### src/sv/psfp_pkg.sv
// shared constants and types for the particle sensor frame parser
// no dependencies
`timescale 1ns / 1ps
`default_nettype none

package psfp_pkg;

    // frame layout
    localparam logic [7:0]  SyncFirst   = 8'h42;
    localparam logic [7:0]  SyncSecond  = 8'h4D;
    localparam logic [15:0] ExpectedLen = 16'd20;
    localparam logic [4:0]  SummedBytes = 5'd22;
    localparam logic [4:0]  LengthPos   = 5'd3;
    localparam logic [4:0]  FirstRdPos  = 5'd5;
    localparam logic [4:0]  LastRdPos   = 5'd15;
    localparam logic [4:0]  LastPos     = 5'd23;
    localparam int          NumReadings = 6;

    // result status codes
    localparam logic [1:0] StatusOk       = 2'd0;
    localparam logic [1:0] StatusBadStart = 2'd1;
    localparam logic [1:0] StatusBadLen   = 2'd2;
    localparam logic [1:0] StatusBadSum   = 2'd3;

    typedef logic [15:0] word_t;

    typedef struct packed {
        logic [1:0] status;
        word_t      pm1_indoor;
        word_t      pm2_5_indoor;
        word_t      pm10_indoor;
        word_t      pm1_outdoor;
        word_t      pm2_5_outdoor;
        word_t      pm10_outdoor;
    } result_t;

endpackage

`default_nettype wire

### src/sv/psfp_frame_core.sv
// frame state and per-byte decode: position, checksum, length and readings
// depends on psfp_pkg
`timescale 1ns / 1ps
`default_nettype none

module psfp_frame_core
    import psfp_pkg::*;
(
    input  wire logic       aclk,
    input  wire logic       aresetn,
    input  wire logic       advance,
    input  wire logic [7:0] rx_byte,
    output logic            res_valid,
    output result_t         res
);

    logic [4:0]  pos_reg, pos_next, pos;
    logic [15:0] sum_reg, sum_next;
    logic [7:0]  latch_reg, latch_next;
    logic [15:0] len_reg, len_next;
    word_t       rd_reg [NumReadings];
    logic        rd_we;
    logic [4:0]  rd_off;
    logic [2:0]  rd_idx;
    logic [15:0] sum_add, word;
    logic        emit_bad_start, emit_final;

    // out-of-range position is taken as frame start
    assign pos     = (pos_reg > LastPos) ? 5'd0 : pos_reg;
    assign sum_add = sum_reg + {8'd0, rx_byte};
    assign word    = {latch_reg, rx_byte};
    assign rd_off  = pos - FirstRdPos;
    assign rd_idx  = rd_off[3:1];

    // next-state decode for one byte
    always_comb begin
        pos_next       = pos_reg;
        sum_next       = sum_reg;
        latch_next     = latch_reg;
        len_next       = len_reg;
        rd_we          = 1'b0;
        emit_bad_start = 1'b0;
        emit_final     = 1'b0;
        if (advance) begin
            if (pos == 5'd0) begin
                if (rx_byte != SyncFirst) begin
                    emit_bad_start = 1'b1;
                    pos_next       = 5'd0;
                end else begin
                    sum_next = {8'd0, rx_byte};
                    pos_next = 5'd1;
                end
            end else if (pos == 5'd1) begin
                if (rx_byte != SyncSecond) begin
                    emit_bad_start = 1'b1;
                    pos_next       = 5'd0;
                end else begin
                    sum_next = sum_add;
                    pos_next = 5'd2;
                end
            end else begin
                if (pos < SummedBytes) begin
                    sum_next = sum_add;
                end
                if (!pos[0]) begin
                    latch_next = rx_byte;
                    pos_next   = pos + 5'd1;
                end else if (pos == LengthPos) begin
                    len_next = word;
                    pos_next = pos + 5'd1;
                end else if (pos <= LastRdPos) begin
                    rd_we    = 1'b1;
                    pos_next = pos + 5'd1;
                end else if (pos == LastPos) begin
                    emit_final = 1'b1;
                    pos_next   = 5'd0;
                end else begin
                    pos_next = pos + 5'd1;
                end
            end
        end
    end

    // result build: readings only for ok or bad checksum
    always_comb begin
        res        = '0;
        res_valid  = emit_bad_start | emit_final;
        if (emit_bad_start) begin
            res.status = StatusBadStart;
        end else if (len_reg != ExpectedLen) begin
            res.status = StatusBadLen;
        end else begin
            res.status        = (word != sum_reg) ? StatusBadSum : StatusOk;
            res.pm1_indoor    = rd_reg[0];
            res.pm2_5_indoor  = rd_reg[1];
            res.pm10_indoor   = rd_reg[2];
            res.pm1_outdoor   = rd_reg[3];
            res.pm2_5_outdoor = rd_reg[4];
            res.pm10_outdoor  = rd_reg[5];
        end
    end

    // control state
    always_ff @(posedge aclk) begin
        if (!aresetn) begin
            pos_reg   <= 5'd0;
            sum_reg   <= 16'd0;
            latch_reg <= 8'd0;
            len_reg   <= 16'd0;
        end else begin
            pos_reg   <= pos_next;
            sum_reg   <= sum_next;
            latch_reg <= latch_next;
            len_reg   <= len_next;
        end
    end

    // reading words, each written at its own frame position
    always_ff @(posedge aclk) begin
        for (int k = 0; k < NumReadings; k++) begin
            if (rd_we && (rd_idx == 3'(k))) begin
                rd_reg[k] <= word;
            end
        end
    end

endmodule

`default_nettype wire

### src/sv/psfp_out_reg.sv
// result output register on the m_ side
// depends on psfp_pkg
`timescale 1ns / 1ps
`default_nettype none

module psfp_out_reg
    import psfp_pkg::*;
(
    input  wire logic    aclk,
    input  wire logic    aresetn,
    input  wire logic    load,
    input  wire result_t load_data,
    input  wire logic    m_ready,
    output logic         m_valid,
    output result_t      m_data
);

    logic    valid_reg, valid_next;
    result_t data_reg;

    // hold until transfer, reload when a new result arrives
    always_comb begin
        valid_next = valid_reg;
        if (valid_reg && m_ready) begin
            valid_next = 1'b0;
        end
        if (load) begin
            valid_next = 1'b1;
        end
    end

    always_ff @(posedge aclk) begin
        if (!aresetn) begin
            valid_reg <= 1'b0;
        end else begin
            valid_reg <= valid_next;
        end
    end

    always_ff @(posedge aclk) begin
        if (load) begin
            data_reg <= load_data;
        end
    end

    assign m_valid = valid_reg;
    assign m_data  = data_reg;

endmodule

`default_nettype wire

### src/sv/particle_sensor_frame_parser_unit.sv
// top level of the particle sensor frame parser
// depends on psfp_pkg, psfp_frame_core, psfp_out_reg
`timescale 1ns / 1ps
`default_nettype none

// Parses a 24-byte particle sensor frame (0x42 0x4D, length 20, six
// big-endian readings, 16-bit checksum over bytes 0-21) one byte per transfer.
// A result comes out after byte 23, or at once on a bad start byte; other
// bytes give no result. Throughput is one byte per cycle while no result is
// stalled in the output register. Each byte passes an input register and then
// the frame-state update, which loads the result into the output register.
// While a result waits in the output register, the byte held in the input
// register waits too, so the input stalls one byte after the result.
module particle_sensor_frame_parser_unit
    import psfp_pkg::*;
(
    input  wire logic        aclk,
    input  wire logic        aresetn,
    input  wire logic        s_valid,
    output logic             s_ready,
    input  wire logic [7:0]  s_rx_byte,
    output logic             m_valid,
    input  wire logic        m_ready,
    output logic [1:0]       m_status,
    output logic [15:0]      m_pm1_indoor,
    output logic [15:0]      m_pm2_5_indoor,
    output logic [15:0]      m_pm10_indoor,
    output logic [15:0]      m_pm1_outdoor,
    output logic [15:0]      m_pm2_5_outdoor,
    output logic [15:0]      m_pm10_outdoor
);

    logic       in_valid_reg;
    logic [7:0] in_byte_reg;
    logic       consume;
    logic       res_valid;
    result_t    res;
    result_t    m_data;

    // a byte moves on when the output register can take any result it makes
    assign consume = in_valid_reg && (!m_valid || m_ready);
    assign s_ready = !in_valid_reg || consume;

    // input register
    always_ff @(posedge aclk) begin
        if (!aresetn) begin
            in_valid_reg <= 1'b0;
        end else if (s_valid && s_ready) begin
            in_valid_reg <= 1'b1;
        end else if (consume) begin
            in_valid_reg <= 1'b0;
        end
    end

    always_ff @(posedge aclk) begin
        if (s_valid && s_ready) begin
            in_byte_reg <= s_rx_byte;
        end
    end

    psfp_frame_core u_core (
        .aclk      (aclk),
        .aresetn   (aresetn),
        .advance   (consume),
        .rx_byte   (in_byte_reg),
        .res_valid (res_valid),
        .res       (res)
    );

    psfp_out_reg u_out (
        .aclk      (aclk),
        .aresetn   (aresetn),
        .load      (res_valid),
        .load_data (res),
        .m_ready   (m_ready),
        .m_valid   (m_valid),
        .m_data    (m_data)
    );

    assign m_status        = m_data.status;
    assign m_pm1_indoor    = m_data.pm1_indoor;
    assign m_pm2_5_indoor  = m_data.pm2_5_indoor;
    assign m_pm10_indoor   = m_data.pm10_indoor;
    assign m_pm1_outdoor   = m_data.pm1_outdoor;
    assign m_pm2_5_outdoor = m_data.pm2_5_outdoor;
    assign m_pm10_outdoor  = m_data.pm10_outdoor;

endmodule

`default_nettype wire

### config.mk
export PLATFORM = sky130hd
export DESIGN_NAME = particle_sensor_frame_parser_unit
export DESIGN_NICKNAME = d
export VERILOG_FILES = /design/src/sv/psfp_pkg.sv /design/src/sv/psfp_frame_core.sv /design/src/sv/psfp_out_reg.sv /design/src/sv/particle_sensor_frame_parser_unit.sv
export SDC_FILE = /design/constraint.sdc
export NUM_CORES = 1
export LEC_CHECK = 0
export ABC_AREA = 0
export BUFFER_PORTS_ARGS = -buffer_cell sky130_fd_sc_hd__buf_2
export CORE_MARGIN = 5
export CORE_UTILIZATION = 58
export CTS_BUF_LIST = sky130_fd_sc_hd__clkbuf_16
export DETAILED_ROUTE_END_ITERATION = 12
export GPL_ROUTABILITY_DRIVEN = 0
export PLACE_DENSITY = 0.79
export SYNTH_ARGS = -nofsm -noshare
export SYNTH_HDL_FRONTEND = slang
export SYNTH_SLANG_ARGS = --single-unit
### constraint.sdc
create_clock -name aclk -period 9 [get_ports aclk]
set_input_delay 0.9 -clock aclk [delete_from_list [all_inputs] [get_ports aclk]]
set_output_delay 0.9 -clock aclk [all_outputs]
set_load 0.01 [all_outputs]
=== After elaboration in Yosys (flattened, before gate mapping) ===
Memory sizes are Yosys's and may differ from the RTL's. A register that Yosys moved wholly into a read port is not among the register bits.
Cells that the tools add are included.

* Equal/unequal tests: 14
* $add $sub $neg: 3
* Magnitude comparators: 3
* Multiplexer cells: 65
* Bitwise logic cells: 4
* Reduce and logical (&&, ||, !) cells: 27

{| class="wikitable"
|+ Operators with widths
! operator !! number
|-
| $mux W16 || 10
|-
| $reduce_or A16 Y1 || 5
|-
| $mux W1 || 40
|-
| $mux W5 || 7
|-
| $add A16 B8 Y16 || 1
|-
| $ne A16 B16 Y1 || 1
|-
| $ne A16 B5 Y1 const B || 1
|-
| $ne A8 B7 Y1 const B || 2
|-
| $mux W3 || 5
|-
| $logic_and A1 B1 Y1 || 9
|-
| $reduce_and A4 Y1 || 2
|-
| $eq A3 B2 Y1 const B || 2
|-
| $eq A3 B3 Y1 const B || 2
|-
| $mux W2 || 3
|-
| $add A5 B1 Y5 const B || 1
|-
| $eq A5 B1 Y1 const B || 1
|-
| $eq A5 B2 Y1 const B || 1
|-
| $eq A5 B5 Y1 const B || 1
|-
| $gt A5 B5 Y1 const B || 1
|-
| $le A5 B4 Y1 const B || 1
|-
| $logic_not A5 Y1 || 1
|-
| $lt A5 B5 Y1 const B || 1
|-
| $reduce_and A5 Y1 || 1
|-
| $reduce_bool A2 Y1 || 2
|-
| 11 further kinds || 15
|}

* Flip-flop bits (word level): 57
* Bits in writable memories: 96
* Output and inout port bits: 100
* Memories: 1
* Bits of input ports: 12
* Word-level logic and storage cells: 125

{| class="wikitable"
|+ Memories
! name !! words !! bits a word !! rd ports !! clocked after Yosys merged registers in !! wr ports !! line !! RTL
|-
| u_core.rd_reg || 6 || 16 || 6 || 6 || 1 || psfp_frame_core.sv:21 || <nowiki>word_t rd_reg [NumReadings];</nowiki>
|}

=== Logic depth before layout (Yosys ltp) ===
* Depth in word-level cells: 18
* Depth in mapped cells: 12
* Gate-level depth less buffers: 10

=== Hierarchy ===
From an unflattened synthesis, not the netlist that was laid out.

* Cells, all modules: 623
* Area total of the unflattened synthesis: 9484.1 µm²

{| class="wikitable"
|+ Modules (own cells, without submodules)
! module !! seq. area each (µm²) !! cells an instance !! times used !! area each (µm²)
|-
| psfp_frame_core || 3783.6 || 507 || 1 || 6184.7
|-
| psfp_out_reg || 2962.8 || 101 || 1 || 2984.1
|-
| particle_sensor_frame_parser_unit || 260.2 || 15 || 1 || 315.3
|}

=== Least setup slack after synthesis ===
Ideal clock, no wire load.

* Path kind: reg-to-reg
* Start point: register u_core.pos_reg[4]
* End point: register m_pm10_indoor[0] (netlist name)
* Slack: 1976 ps
* Required time: 8411 ps
* Library setup time: 589 ps
* Buffers on the path: 2
* Data arrival time: 6436 ps
* Stages on the path, launching flop included: 9
* Clock period less this slack: 7024 ps
* Cells stage by stage: dfxtp_1 clkbuf_1 nand2_1 nand2_1 ha_1 clkbuf_1 o22ai_2 a21o_4 a21oi_1

* Word-level cells in the longest chain between the ends: 11
* Elaborated cells on any way between the ends: 19
* Those cells by class: order compare (2); eq/ne (3); mux (11); bitwise (1); reduce/logical (2)

{| class="wikitable"
|+ RTL lines
! what !! line !! RTL
|-
| start, declared || psfp_frame_core.sv:17 || <nowiki>logic [4:0] pos_reg, pos_next, pos;</nowiki>
|-
| start signal, assigned || psfp_frame_core.sv:111 || <nowiki>pos_reg <= pos_next;</nowiki>
|-
| $gt A5 B5 Y1 || psfp_frame_core.sv:29 || <nowiki>assign pos = (pos_reg > LastPos) ? 5'd0 : pos_reg;</nowiki>
|-
| $mux W5 * || psfp_frame_core.sv:29 ||
|-
| branches (longest 8 deep; another with $le A5 B4 Y1) || - ||
|-
| $or A1 B1 Y1 * || psfp_frame_core.sv:87 || <nowiki>res_valid = emit_bad_start | emit_final;</nowiki>
|-
| net res_valid || particle_sensor_frame_parser_unit.sv:36 || <nowiki>logic res_valid;</nowiki>
|}

Mark *: on every way through the listed nets, which the timed path passes.
A chain may end at the register's enable or synchronous reset.

=== Worst setup path in the final report ===
* Start point: register u_core.pos_reg[4]
* End point: memory u_core.rd_reg[0][11] (netlist name) (enable)

* Word-level cells in the longest chain between the ends: 18
* Elaborated cells on any way between the ends: 52
* Those cells by class: add/sub (1); order compare (2); eq/ne (7); mux (29); reduce/logical (13)

{| class="wikitable"
|+ RTL lines
! what !! line !! RTL
|-
| $gt A5 B5 Y1 || psfp_frame_core.sv:29 ||
|-
| $mux W5 * || psfp_frame_core.sv:29 ||
|-
| $le A5 B4 Y1 || psfp_frame_core.sv:71 || <nowiki>end else if (pos <= LastRdPos) begin</nowiki>
|-
| $mux W1 || psfp_frame_core.sv:71 ||
|-
| $mux W1 || psfp_frame_core.sv:68 || <nowiki>end else if (pos == LengthPos) begin</nowiki>
|-
| $mux W1 || psfp_frame_core.sv:65 || <nowiki>if (!pos[0]) begin</nowiki>
|-
| $mux W1 || psfp_frame_core.sv:53 || <nowiki>end else if (pos == 5'd1) begin</nowiki>
|-
| $mux W1 || psfp_frame_core.sv:45 || <nowiki>if (pos == 5'd0) begin</nowiki>
|-
| $mux W1 || psfp_frame_core.sv:44 || <nowiki>if (advance) begin</nowiki>
|-
| $logic_and A1 B1 Y1 || psfp_frame_core.sv:121 || <nowiki>if (rd_we && (rd_idx == 3'(k))) begin</nowiki>
|-
| $mux W1 || psfp_frame_core.sv:121 ||
|-
| $mux W1 (implied by the code) || psfp_frame_core.sv:122 || <nowiki>rd_reg[k] <= word;</nowiki>
|-
| $reduce_or A16 Y1 (no line) || - ||
|-
| $mux W3 (no line) / $mux W1 (equally long branches) (5 in a row) || - ||
|-
| end, declared || psfp_frame_core.sv:21 ||
|}

Every way passes the cells marked *; elsewhere a longest branch is shown, timed or not.

==> run metrics <==
worst path arrival time=3.95 ns; crit path launch type=flip-flop; FILL cells=1,040; layout cells sized above 1=0.225; hold buffer count at cts=0; Hold Slack=0.479 ns; Die Span X=~140 um; CTS Root Cell=clkbuf_16; FF-to-FF setup slack=5.16 ns; Layout area overhead=17.1%; Overall Power=2350 uW; via density per instance=5.58; Fin. Hold Viols=0; status=finished, final reports clean; pre-CTS WS=5.20 ns; Worst-Skew Late Latency=0.51 ns; largest net degree at the start of global routing=97; #FFs+latches synth=approximately 250; Power Density=about 210 nW/um^2; synth warn=0; DRT iter0 DRCs=527; Worst Skew=0.0169 ns; Core Box Area=16,000 um^2; kind of critical path=reg2reg; Max-Cap Viols=0; Yosys top cell area share=0.638; setup tns final=0 ns; number of flops mapped to enable cells by yosys=202; Inserted Diodes=0; Worst Hold Path Cells=2; Reg2Reg Launch Point=u_core.pos_reg[4]$_SDFFE_PN0P_; CTS sink count=249; leakage=0.00397 uW; routed vias=5,544; grt total ovfl=0; initial core utilization=0.595; critical path peak fanout=16; R2R depth=9; top post-synthesis cells by area=edfxtp_1 64%, dfxtp_1 9.9%, and2_1 6.5%; Reg clk slew, reported paths=0.06 ns; WL per Instance=19.5 um; critical path launch point=u_core.pos_reg[4]$_SDFFE_PN0P_; Primary FF master, synth=edfxtp_1; drt first pass iters=5; Nets=785; Die Ht=138 um; ANT nets after route=0; Post-CTS Setup Bufs=0; total CTS buffers=25; most frequent cells in the layout=202 x edfxtp_1, 111 x buf_2, 99 x and2_1, 47 x dfxtp_1, 39 x nor2_1; CTS tree=built; initial antenna violation count=0; first-pass GRT wire length=slightly above 30 mm; Port Buffers=111; fmax=260 MHz; min setup slack post-route=5.16 ns; reg-to-reg endpoint=u_core.rd_reg[0][11]$_DFFE_PP_; GRT Total Usage=0.199; drt total wl=19.4 mm; Synth area leader=edfxtp_1; leading cell type in the layout, fill and taps excluded=edfxtp_1; CP required=9.11 ns; Max-slew headroom=0.172; Mean Syn Cell Area=14.9 um^2; VDD IR-drop max=~0.13 mV; Setup crit end kind=flip-flop; Largest register FFs=96; final period utilization=0.427; RSZ-0062 raised after global routing=false; Post-DP HPWL=roughly 13 mm; Post-Synthesis Cell Area=9510 um^2; vias in the first global route=5,565; Least-Margin Pin Slew=~1.2 ns; Final Util=0.696; clock tree buffer depth=3; sequential cell area fraction in the yosys report=0.736; Setup-failing EPs final=0; worst hold path class=reg2reg; share of flip-flops with an asynchronous set or reset=0; Pins Over Slew Limit=0; # IOs=112; Final min period=3.84 ns; cell count after synthesis=637; count of cell types in the netlist=59; worst hold path startpoint=u_core.sum_reg[7]$_SDFFE_PN0P_; H-Tree Depth=1; DIE AREA=19,100 um^2; # rows=46; Syn Nets=662; PostCTS Resize Cnt=0; Hold EP=u_core.sum_reg[7]$_SDFFE_PN0P_; remaining routing DRC violations=0
[power breakdown]
part / leakage (uW) / internal [uW] / switching (uW)
clock: 0.000425 / 590 / 410
sequential: 0.00223 / 1260 / 16.1
combinational: 0.00132 / 22.8 / 43.0
[worst max-delay path by stage]
| stage | endpoint | depth (start not counted) |
|---|---|---|
| floorplan | m_pm10_indoor[0]$_SDFFCE_PP0P_ | 8 |
| global placement | u_core.rd_reg[0][6]$_DFFE_PP_ | 9 |
| detailed placement | u_core.rd_reg[0][11]$_DFFE_PP_ | 9 |
| CTS | u_core.rd_reg[0][11]$_DFFE_PP_ | 9 |
| global route | u_core.rd_reg[0][9]$_DFFE_PP_ | 9 |
| finish | u_core.rd_reg[0][11]$_DFFE_PP_ | 9 |
[per-stage QoR]
step | cell area, um^2 | std cells
6_report | 11100 | 994
5_1_grt | 11100 | 994
4_1_cts | 11100 | 994
3_5_place_dp | 10300 | 949
3_3_place_gp | 10300 | 949
2_1_floorplan | 9510 | 637
[cell type report]
| type | instances | area, um^2 | area share |
|---|---|---|---|
| clock buffer | 28 | 701 | 0.0629 |
| clock inverter | 17 | 120 | 0.0108 |
| inverter | 9 | 33.8 | 0.00303 |
| multi-input combinational | 357 | 2400 | 0.216 |
| sequential | 249 | 7010 | 0.629 |
| tap | 216 | 270 | 0.0243 |
| timing repair buffer | 118 | 608 | 0.0546 |
[Yosys cell counts, drive strengths merged, types with 10 or more instances]
| master | count |
|---|---|
| dfxtp | 47 |
| clkbuf | 14 |
| ha | 12 |
| o21ai | 16 |
| nand2 | 30 |
| nand3 | 10 |
| xnor2 | 11 |
| nor2 | 43 |
| a21oi | 20 |
| mux2i | 25 |
| and2 | 99 |
| edfxtp | 202 |
[worst max-delay path: stages (launching register included)]
cell,delay [ns]
dfxtp_1,0.48
nand2_1,0.18
nand2_1,0.17
inv_1,0.12
ha_1,0.25
o22ai_2,0.29
nand3_1,0.30
a2111oi_2,0.51
nand2_1,0.18
nor3_2,0.97
[routing by layer]
| metal | global-route usage | share of wire |
|---|---|---|
| met1 | 0.254 | 0.41 |
| met2 | 0.336 | 0.49 |
| met3 | 0.0452 | 0.069 |
| met4 | 0.0780 | 0.034 |
| met5 | 0 | 0 |
[logic make-up after synthesis]
group           after synthesis  synth area share
simple gates                229             0.136
compound gates               76            0.0543
xor+xnor                     14            0.0129
flops                       249             0.736
mux                          25            0.0276
buf+inv                      31            0.0153
fa+ha+maj                    13            0.0179
Power figures use the tool's default switching activity.
